==> src/rtl/trmb_pkg.sv <==
// ----------------------------------------------------------------------------
// Tab-marked record builder package
// Shared constants, action codes and the read request bundle.
// ----------------------------------------------------------------------------
package trmb_pkg;

  localparam int RECORD_MAX_DEF = 256;
  localparam int COL_W          = 16;
  localparam int LEN_W          = 9;
  localparam int CHAR_W         = 8;
  localparam int S_TDATA_W      = 24;
  localparam int M_TDATA_W      = 24;

  localparam logic [LEN_W-1:0]  RECORD_LEN_RST = 9'd80;
  localparam logic [COL_W-1:0]  COL_SAT        = 16'hFFFF;

  localparam logic [1:0] ACT_START = 2'd0;
  localparam logic [1:0] ACT_FEED  = 2'd1;
  localparam logic [1:0] ACT_READ  = 2'd2;

  localparam logic [CHAR_W-1:0] CHAR_NUL     = 8'h00;
  localparam logic [CHAR_W-1:0] CHAR_OPEN    = 8'h01;
  localparam logic [CHAR_W-1:0] CHAR_CLOSE   = 8'h02;
  localparam logic [CHAR_W-1:0] CHAR_NEWLINE = 8'h0A;
  localparam logic [CHAR_W-1:0] CHAR_SPACE   = 8'h20;
  localparam logic [CHAR_W-1:0] CHAR_ZERO    = 8'h30;
  localparam logic [CHAR_W-1:0] CHAR_NINE    = 8'h39;
  localparam logic [CHAR_W-1:0] KIND_L       = 8'h4C;
  localparam logic [CHAR_W-1:0] KIND_R       = 8'h52;
  localparam logic [CHAR_W-1:0] KIND_T       = 8'h54;

  typedef struct packed {
    logic             valid;
    logic             hit;
    logic [COL_W-1:0] column;
  } rd_req_t;

endpackage

==> src/rtl/trmb_ram.sv <==
// ----------------------------------------------------------------------------
// Generic single-port-write RAM
// One write port and one read port with registered read data.
// ----------------------------------------------------------------------------
module trmb_ram #(
  parameter int DATA_W = 8,
  parameter int DEPTH  = 256,
  localparam int AddrW = (DEPTH > 1) ? $clog2(DEPTH) : 1
) (
  input  logic              clk,
  input  logic              wr_en,
  input  logic [AddrW-1:0]  wr_addr,
  input  logic [DATA_W-1:0] wr_data,
  input  logic              rd_en,
  input  logic [AddrW-1:0]  rd_addr,
  output logic [DATA_W-1:0] rd_data
);

  logic [DATA_W-1:0] mem [DEPTH];

  always_ff @(posedge clk) begin
    if (wr_en) begin
      mem[wr_addr] <= wr_data;
    end
    if (rd_en) begin
      rd_data <= mem[rd_addr];
    end
  end

endmodule

==> src/rtl/trmb_engine.sv <==
// ----------------------------------------------------------------------------
// Record builder engine
// Input register, column and marker tracking, column flags and store writes.
// ----------------------------------------------------------------------------
module trmb_engine #(
  parameter int RECORD_MAX = trmb_pkg::RECORD_MAX_DEF,
  localparam int AddrW = (RECORD_MAX > 1) ? $clog2(RECORD_MAX) : 1
) (
  input  logic                            clk,
  input  logic                            rst,
  input  logic                            cfg_wr_en,
  input  logic [trmb_pkg::LEN_W-1:0]      cfg_wr_data,
  input  logic                            s_tvalid,
  output logic                            s_tready,
  input  logic [trmb_pkg::S_TDATA_W-1:0]  s_tdata,
  input  logic                            rd_ready,
  output trmb_pkg::rd_req_t               rd_req,
  output logic                            ram_wr_en,
  output logic [AddrW-1:0]                ram_wr_addr,
  output logic [trmb_pkg::CHAR_W-1:0]     ram_wr_data,
  output logic [AddrW-1:0]                ram_rd_addr
);

  import trmb_pkg::*;

  localparam logic [1:0] PH_NORMAL = 2'd0;
  localparam logic [1:0] PH_KIND   = 2'd1;
  localparam logic [1:0] PH_DIGITS = 2'd2;
  localparam logic [1:0] PH_DONE   = 2'd3;

  logic                  s1_valid;
  logic [1:0]            s1_action;
  logic [CHAR_W-1:0]     s1_byte;
  logic [CHAR_W-1:0]     s1_rc;
  logic                  s1_adv;
  logic                  do_item;

  logic [LEN_W-1:0]      record_length;
  logic [COL_W-1:0]      column, column_next;
  logic [1:0]            phase, phase_next;
  logic [CHAR_W-1:0]     marker_kind, marker_kind_next;
  logic [COL_W-1:0]      marker_value, marker_value_next;
  logic [RECORD_MAX-1:0] written, written_next;
  logic [RECORD_MAX-1:0] nonspace, nonspace_next;

  logic [COL_W:0]        eff_len;
  logic                  col_in;
  logic                  rc_in;
  logic [AddrW-1:0]      wr_idx;
  logic [AddrW-1:0]      rd_idx;
  logic                  is_digit;
  logic [COL_W+3:0]      value_x10;
  logic [COL_W-1:0]      moved_column;

  function automatic logic [COL_W-1:0] marker_move(input logic [CHAR_W-1:0] kind,
                                                   input logic [COL_W-1:0] value,
                                                   input logic [COL_W-1:0] col);
    logic [COL_W:0] sum;
    sum = {1'b0, col} + {1'b0, value};
    marker_move = col;
    if (kind == KIND_T) begin
      marker_move = (value != '0) ? value - COL_W'(1) : '0;
    end else if (kind == KIND_R) begin
      marker_move = sum[COL_W] ? COL_SAT : sum[COL_W-1:0];
    end else if (kind == KIND_L) begin
      marker_move = (col > value) ? col - value : '0;
    end
  endfunction

  assign s1_adv   = !s1_valid || (s1_action != ACT_READ) || rd_ready;
  assign s_tready = !s1_valid || s1_adv;
  assign do_item  = s1_valid && s1_adv;

  assign eff_len  = ((COL_W+1)'(record_length) < (COL_W+1)'(RECORD_MAX)) ?
                    (COL_W+1)'(record_length) : (COL_W+1)'(RECORD_MAX);
  assign col_in   = {1'b0, column} < eff_len;
  assign rc_in    = (COL_W+1)'(s1_rc) < eff_len;
  assign wr_idx   = column[AddrW-1:0];
  assign rd_idx   = AddrW'(s1_rc);
  assign is_digit = (s1_byte >= CHAR_ZERO) && (s1_byte <= CHAR_NINE);
  assign value_x10 = {1'b0, marker_value, 3'b000} + {3'b000, marker_value, 1'b0}
                     + (COL_W+4)'(s1_byte - CHAR_ZERO);
  assign moved_column = marker_move(marker_kind, marker_value, column);

  assign ram_wr_data = s1_byte;
  assign ram_rd_addr = rd_idx;

  always_comb begin
    column_next       = column;
    phase_next        = phase;
    marker_kind_next  = marker_kind;
    marker_value_next = marker_value;
    written_next      = written;
    nonspace_next     = nonspace;
    ram_wr_en         = 1'b0;
    ram_wr_addr       = wr_idx;
    rd_req.valid      = 1'b0;
    rd_req.hit        = rc_in && written[rd_idx];
    rd_req.column     = column;
    if (do_item) begin
      case (s1_action)
        ACT_START: begin
          column_next       = '0;
          phase_next        = PH_NORMAL;
          marker_kind_next  = '0;
          marker_value_next = '0;
          written_next      = '0;
          nonspace_next     = '0;
        end
        ACT_FEED: begin
          case (phase)
            PH_NORMAL: begin
              if (s1_byte == CHAR_NUL || s1_byte == CHAR_NEWLINE) begin
                phase_next = PH_DONE;
              end else if (s1_byte == CHAR_OPEN) begin
                phase_next = PH_KIND;
              end else begin
                if (col_in && (s1_byte != CHAR_SPACE || !nonspace[wr_idx])) begin
                  ram_wr_en             = 1'b1;
                  written_next[wr_idx]  = 1'b1;
                  nonspace_next[wr_idx] = (s1_byte != CHAR_SPACE);
                end
                if (column != COL_SAT) begin
                  column_next = column + COL_W'(1);
                end
              end
            end
            PH_KIND: begin
              if (s1_byte == CHAR_NUL) begin
                phase_next = PH_DONE;
              end else begin
                marker_kind_next  = s1_byte;
                marker_value_next = '0;
                phase_next        = PH_DIGITS;
              end
            end
            PH_DIGITS: begin
              if (s1_byte == CHAR_CLOSE) begin
                column_next = moved_column;
                phase_next  = PH_NORMAL;
              end else if (s1_byte == CHAR_NUL) begin
                column_next = moved_column;
                phase_next  = PH_DONE;
              end else if (is_digit) begin
                marker_value_next = (value_x10 > (COL_W+4)'(COL_SAT)) ?
                                    COL_SAT : value_x10[COL_W-1:0];
              end
            end
            default: begin
            end
          endcase
        end
        ACT_READ: begin
          rd_req.valid = 1'b1;
        end
        default: begin
        end
      endcase
    end
  end

  always_ff @(posedge clk) begin
    if (rst) begin
      s1_valid      <= 1'b0;
      record_length <= RECORD_LEN_RST;
      column        <= '0;
      phase         <= PH_NORMAL;
      marker_kind   <= '0;
      marker_value  <= '0;
      written       <= '0;
      nonspace      <= '0;
    end else begin
      if (s_tready) begin
        s1_valid <= s_tvalid;
      end
      if (cfg_wr_en) begin
        record_length <= cfg_wr_data;
      end
      column       <= column_next;
      phase        <= phase_next;
      marker_kind  <= marker_kind_next;
      marker_value <= marker_value_next;
      written      <= written_next;
      nonspace     <= nonspace_next;
    end
  end

  always_ff @(posedge clk) begin
    if (s_tready && s_tvalid) begin
      s1_action <= s_tdata[1:0];
      s1_byte   <= s_tdata[9:2];
      s1_rc     <= s_tdata[17:10];
    end
  end

endmodule

==> src/rtl/tab_marked_record_builder.sv <==
// ----------------------------------------------------------------------------
// Tab-marked record builder
// Builds a fixed-length text record from a byte stream with in-band tab markers.
// ----------------------------------------------------------------------------
// The block takes one input beat in every clock cycle, whatever its action, and
// keeps doing so while a read result waits at the output; input ready drops only
// when three read results are held inside and the output is stalled. A read
// result passes from the input register through the registered read of the
// record store to the output register, and waits in each while the next is
// stalled. The record store is a RECORD_MAX-entry memory (256 by default) without
// reset; per-column flags in flip-flops mark written columns, so a start beat
// clears the record by clearing the flags and no clearing pass follows reset.
module tab_marked_record_builder #(
  parameter int RECORD_MAX = trmb_pkg::RECORD_MAX_DEF,
  localparam int AddrW = (RECORD_MAX > 1) ? $clog2(RECORD_MAX) : 1
) (
  input  logic                            clk,
  input  logic                            rst,
  input  logic                            cfg_wr_en,
  input  logic [trmb_pkg::LEN_W-1:0]      cfg_wr_data,  // record_length
  input  logic                            s_tvalid,
  output logic                            s_tready,
  input  logic [trmb_pkg::S_TDATA_W-1:0]  s_tdata,      // action, data_byte, read_column
  output logic                            m_tvalid,
  input  logic                            m_tready,
  output logic [trmb_pkg::M_TDATA_W-1:0]  m_tdata       // read_char, current_column
);

  import trmb_pkg::*;

  rd_req_t           rd_req;
  logic              rd_ready;
  logic              ram_wr_en;
  logic [AddrW-1:0]  ram_wr_addr;
  logic [CHAR_W-1:0] ram_wr_data;
  logic [AddrW-1:0]  ram_rd_addr;
  logic [CHAR_W-1:0] ram_rd_data;

  logic              s2_valid;
  logic              s2_hit;
  logic [COL_W-1:0]  s2_column;
  logic              s2_move;
  logic              out_valid;
  logic [CHAR_W-1:0] out_char;
  logic [COL_W-1:0]  out_column;

  trmb_engine #(
    .RECORD_MAX(RECORD_MAX)
  ) u_engine (
    .clk        (clk),
    .rst        (rst),
    .cfg_wr_en  (cfg_wr_en),
    .cfg_wr_data(cfg_wr_data),
    .s_tvalid   (s_tvalid),
    .s_tready   (s_tready),
    .s_tdata    (s_tdata),
    .rd_ready   (rd_ready),
    .rd_req     (rd_req),
    .ram_wr_en  (ram_wr_en),
    .ram_wr_addr(ram_wr_addr),
    .ram_wr_data(ram_wr_data),
    .ram_rd_addr(ram_rd_addr)
  );

  trmb_ram #(
    .DATA_W(CHAR_W),
    .DEPTH (RECORD_MAX)
  ) u_store (
    .clk    (clk),
    .wr_en  (ram_wr_en),
    .wr_addr(ram_wr_addr),
    .wr_data(ram_wr_data),
    .rd_en  (rd_req.valid),
    .rd_addr(ram_rd_addr),
    .rd_data(ram_rd_data)
  );

  assign s2_move  = s2_valid && (!out_valid || m_tready);
  assign rd_ready = !s2_valid || s2_move;

  always_ff @(posedge clk) begin
    if (rst) begin
      s2_valid  <= 1'b0;
      out_valid <= 1'b0;
    end else begin
      if (rd_ready) begin
        s2_valid <= rd_req.valid;
      end
      if (!out_valid || m_tready) begin
        out_valid <= s2_valid;
      end
    end
  end

  always_ff @(posedge clk) begin
    if (rd_ready && rd_req.valid) begin
      s2_hit    <= rd_req.hit;
      s2_column <= rd_req.column;
    end
    if (s2_move) begin
      out_char   <= s2_hit ? ram_rd_data : CHAR_SPACE;
      out_column <= s2_column;
    end
  end

  assign m_tvalid = out_valid;
  assign m_tdata  = {out_column, out_char};

endmodule

==> config.mk <==
export PLATFORM = sky130hd
export DESIGN_NAME = tab_marked_record_builder
export DESIGN_NICKNAME = d
export VERILOG_FILES = /design/src/rtl/trmb_pkg.sv /design/src/rtl/trmb_ram.sv /design/src/rtl/trmb_engine.sv /design/src/rtl/tab_marked_record_builder.sv
export SDC_FILE = /design/constraint.sdc
export NUM_CORES = 2
export LEC_CHECK = 0
export ABC_AREA = 1
export ABC_CLOCK_PERIOD_IN_PS = 7500
export BUFFER_PORTS_ARGS = -buffer_cell sky130_fd_sc_hd__buf_2
export CAP_MARGIN = 20
export CELL_PAD_IN_SITES_DETAIL_PLACEMENT = 0
export CELL_PAD_IN_SITES_GLOBAL_PLACEMENT = 1
export CORE_ASPECT_RATIO = 2
export CORE_MARGIN = 8
export CORE_UTILIZATION = 45
export DETAILED_ROUTE_END_ITERATION = 12
export HOLD_SLACK_MARGIN = 0.15
export PLACE_DENSITY_LB_ADDON = 0.08
export SKIP_LAST_GASP = 1
export SLEW_MARGIN = 25
export SYNTH_ARGS = -nofsm -noshare
export SYNTH_HDL_FRONTEND = slang
export SYNTH_HIERARCHICAL = 1
export SYNTH_SLANG_ARGS = --single-unit
==> constraint.sdc <==
create_clock -name clk -period 7.5 [get_ports clk]
set_input_delay 0.75 -clock clk [delete_from_list [all_inputs] [get_ports clk]]
set_output_delay 0.75 -clock clk [all_outputs]
set_load 0.01 [all_outputs]
==> impl_metrics.tcl <==
set metrics [dict create \
    slew-limit-headroom 0.1999 \
    maxCapViolCount 0 \
    startpoint "u_engine/column[0]" \
    internal_power_mw 23.61 \
    multi_input_area_um2 39040 \
    p_switching_mw 7.264 \
    die_area_um2 284800 \
    max_stage_delay_ns 0.99 \
    syn_inst 12750 \
    yosysTopAreaCell "edfxtp_1" \
    start_kind "flop" \
    syn_nets 12890 \
    cp.required_ns 8.03 \
    clkTransAtPathRegs_ns 0.07 \
    setup_viol 0 \
    wl_mm 392.4 \
    p_seq_frac 0.520 \
    crit_arrival_ns 6.39 \
    nFillCells 24560 \
    layout.nets 12490 \
    ioPinCount 64 \
    netlist_area_um2 120100 \
    grt_max_degree 200 \
    crit_fanout 76 \
    reg2reg_from "u_engine/column[0]" \
    finish.utilization 0.4925 \
    synth_top_area_frac 0.5286 \
    grt.total_usage 0.2650 \
    design.core.area_um2 265900 \
    hold_viol_final 0 \
    final_max_slew_viol_count 0 \
    drtAntennaViolNets 0 \
    start_util 0.4518 \
    peakVddDrop_mv 0.1885 \
    mostFrequentLayoutCell "nand2_1" \
    grt_pass1_wl_mm 575.0 \
    dpl-instance-area_um2 122600 \
    ys_seq_area_frac 0.6229 \
    period_share 0.7822 \
    antenna_found_initial 8 \
    path_cells "buf_12 > buf_4 > nand2_1 > nand3_1 > nand2_1 > nand2_1 > nand2_1 > nor2_1 > nor2_1 > nor2_1 > nand2_1 > nand2_1 > nand2_1 > o21ai_1 > nand2_1 > nor4_2 > buf_4 > nand3_1 > nor2_1" \
    power_density_nw_per_um2 235.7 \
    swShare 0.2353 \
    dp_hpwl_mm 239.1 \
    cts-buffers-inserted 240 \
    drc 0 \
    yosys_warnings 6 \
    layout_common_cells "nand2_1 (3763), nand3_1 (2711), edfxtp_1 (2115), a21oi_1 (744), dfxtp_1 (564)" \
    rsz0062_at_grt "false" \
    insertion_delay_ns 0.92 \
    fin_area_um2 131000 \
    syn_avg_cell_area_um2 9.420 \
    synth_top_cells_by_area "edfxtp_1 (53%), nand2_1 (12%), nand3_1 (11%)" \
    viasPerCell 5.650 \
    cp-end-kind "flop" \
    r2r_cells 19 \
    vias 90810 \
    critical_path.most_common_cell "nand2_1" \
    r2r-end "u_store/mem[175][7]" \
    hold_class "in -> reg" \
    area_delta_synth_final_pct 9.005 \
    cts_setup_buffers 0 \
    p_leak_nw 44.98 \
    dr.first_iter.drc_count 7140 \
    port_buffers 57 \
    crit_slowest_cell "nor2_1" \
    worstMarginPinSlew_ns 1.200 \
    max_freq_mhz 170.5 \
    dp_cells 15590 \
    drive_gt1_frac 0.05372 \
    power_frac_comb 0.070 \
    period_minus_slack_ns 5.867 \
    wire_per_inst_um 24.42 \
    num_rows 268 \
    seq_area_um2 74850 \
    die_h_um 746.7 \
    path_class "reg -> reg" \
    ff2ff_setup_slack_ns 1.63 \
    status "finished, final reports clean" \
    synth-seq-cells 2681 \
    gp_congestion 0.8915 \
    dr.pass1.iters 6 \
    cts_tree "yes" \
    overflow 0 \
    synth_cell_types 48 \
    skew_ns 0.05327 \
    pwr-share-clk 0.410 \
    stdcell_count 16070 \
    die_w_um 381.4 \
    grt_pass1_vias 88870 \
    endpoint "u_store/mem[175][7]" \
    htree_levels 4 \
    fin_setup_tns_ns 0 \
    cts_root_buf "clkbuf_16" \
    cts.sinks 2681 \
    clockBufferDepth 4 \
    hold_ws_ns 0.2215 \
]
-- power by group through the flow --
stage          registers [mW]  logic [mW]  clock network, mW
6_report                 16.0        2.16               12.7
5_1_grt                  16.0        2.34               13.4
4_1_cts                  16.0        2.17               13.0
3_5_place_dp             16.4        2.15                  0
3_3_place_gp             16.4        2.12                  0
2_1_floorplan            16.5        1.27                  0
-- layout make-up --
type                            instances  area share
Sequential cell                      2681      0.5715
Multi-Input combinational cell       8577      0.2981
Clock buffer                          300     0.04947
Tap cell                             3510     0.03353
Timing Repair Buffer                  295     0.01958
Inverter                              557     0.01637
Clock inverter                        136     0.01114
Antenna cell                           16   0.0003057
-- worst max-delay path: cells and delay by family (launching register included) --
family,cells,cell delay (ns)
flops,1,0.65
simple gates,15,3.14
buf+inv,3,1.10
compound gates,1,0.38
-- cells by family (layout without fill, tap and decap cells) --
| kind of cell | Yosys count | in the layout | share of synthesized area |
|---|---|---|---|
| compound gates | 1084 | 1084 | 0.04710 |
| xor+xnor | 35 | 35 | 0.002551 |
| fa+ha+maj | 97 | 97 | 0.01116 |
| buf+inv | 1496 | 1288 | 0.05414 |
| flops | 2681 | 2681 | 0.6229 |
| other cells | 0 | 16 | 0 |
| simple gates | 7361 | 7361 | 0.2621 |
-- sequential cells by signal, summed over array words and instances, names as in the netlist, 2 cells and up --
name / count
out_char: 8
out_column: 16
s2_column: 16
u_engine/column: 16
u_engine/marker_kind: 8
u_engine/marker_value: 16
u_engine/nonspace: 256
u_engine/phase: 2
u_engine/ram_rd_addr: 8
u_engine/ram_wr_data: 8
u_engine/record_length: 9
u_engine/s1_action: 2
u_engine/written: 256
u_store/mem: 2048
u_store/rd_data: 8
-- metal layers --
metal | GRT usage | share of wire
met5 | 0 | 0.000033
met4 | 0.1792 | 0.079
met3 | 0.02357 | 0.043
met2 | 0.4854 | 0.52
met1 | 0.2889 | 0.36
-- worst min-delay path by stage --
stage	start	to	slack [ns]	depth (start not counted)
after floorplan	s2_column[0]	out_column[0]	0.40	0
after global placement	s2_column[9]	out_column[9]	0.41	0
after detailed placement	s2_column[14]	out_column[14]	0.40	0
after CTS	cfg_wr_en	u_engine/record_length[3]	0.16	3
after global routing	cfg_wr_en	u_engine/record_length[7]	0.23	3
final	cfg_wr_en	u_engine/record_length[3]	0.22	3
-- cells in the mapped netlist (all sizes together) --
| library cell | instances |
|---|---|
| nand2 | 3767 |
| nand3 | 2711 |
| edfxtp | 2115 |
| a21oi | 745 |
| nor2 | 578 |
| dfxtp | 566 |
| inv | 551 |
| buf | 520 |
| clkbuf | 419 |
| o21ai | 257 |
| nor3 | 252 |
| ha | 80 |
| nor4 | 27 |
| xor2 | 25 |
| fa | 17 |
| o211ai | 16 |
| nand3b | 12 |
| o221ai | 11 |
| a211oi | 10 |
| xnor2 | 10 |
| nand4 | 8 |
| a221oi | 7 |
| a311oi | 6 |
| clkinv | 6 |
| o21bai | 6 |
| o311ai | 5 |
| a21boi | 4 |
| a21o | 4 |
| a31oi | 4 |
| o22ai | 4 |
| or2 | 4 |
| o21a | 2 |
| a22o | 1 |
| and2 | 1 |
| nor4b | 1 |
| o2111ai | 1 |
| o31ai | 1 |
-- through the flow --
stage | setup WS (ns) | total power [mW]
5_1_grt | 1.501 | 31.80
2_1_floorplan | 0.2199 | 17.75
6_report | 1.633 | 30.87
3_3_place_gp | 1.503 | 18.50
3_5_place_dp | 1.729 | 18.53
4_1_cts | 1.696 | 31.17
-- timing repair --
item                                   4_1_cts  5_1_grt
hold buffers                                31        0
resized for setup                            0        0
endpoints found under the hold margin       29        0
setup endpoints to repair                    0        0
Power figures use the tool's default switching activity.
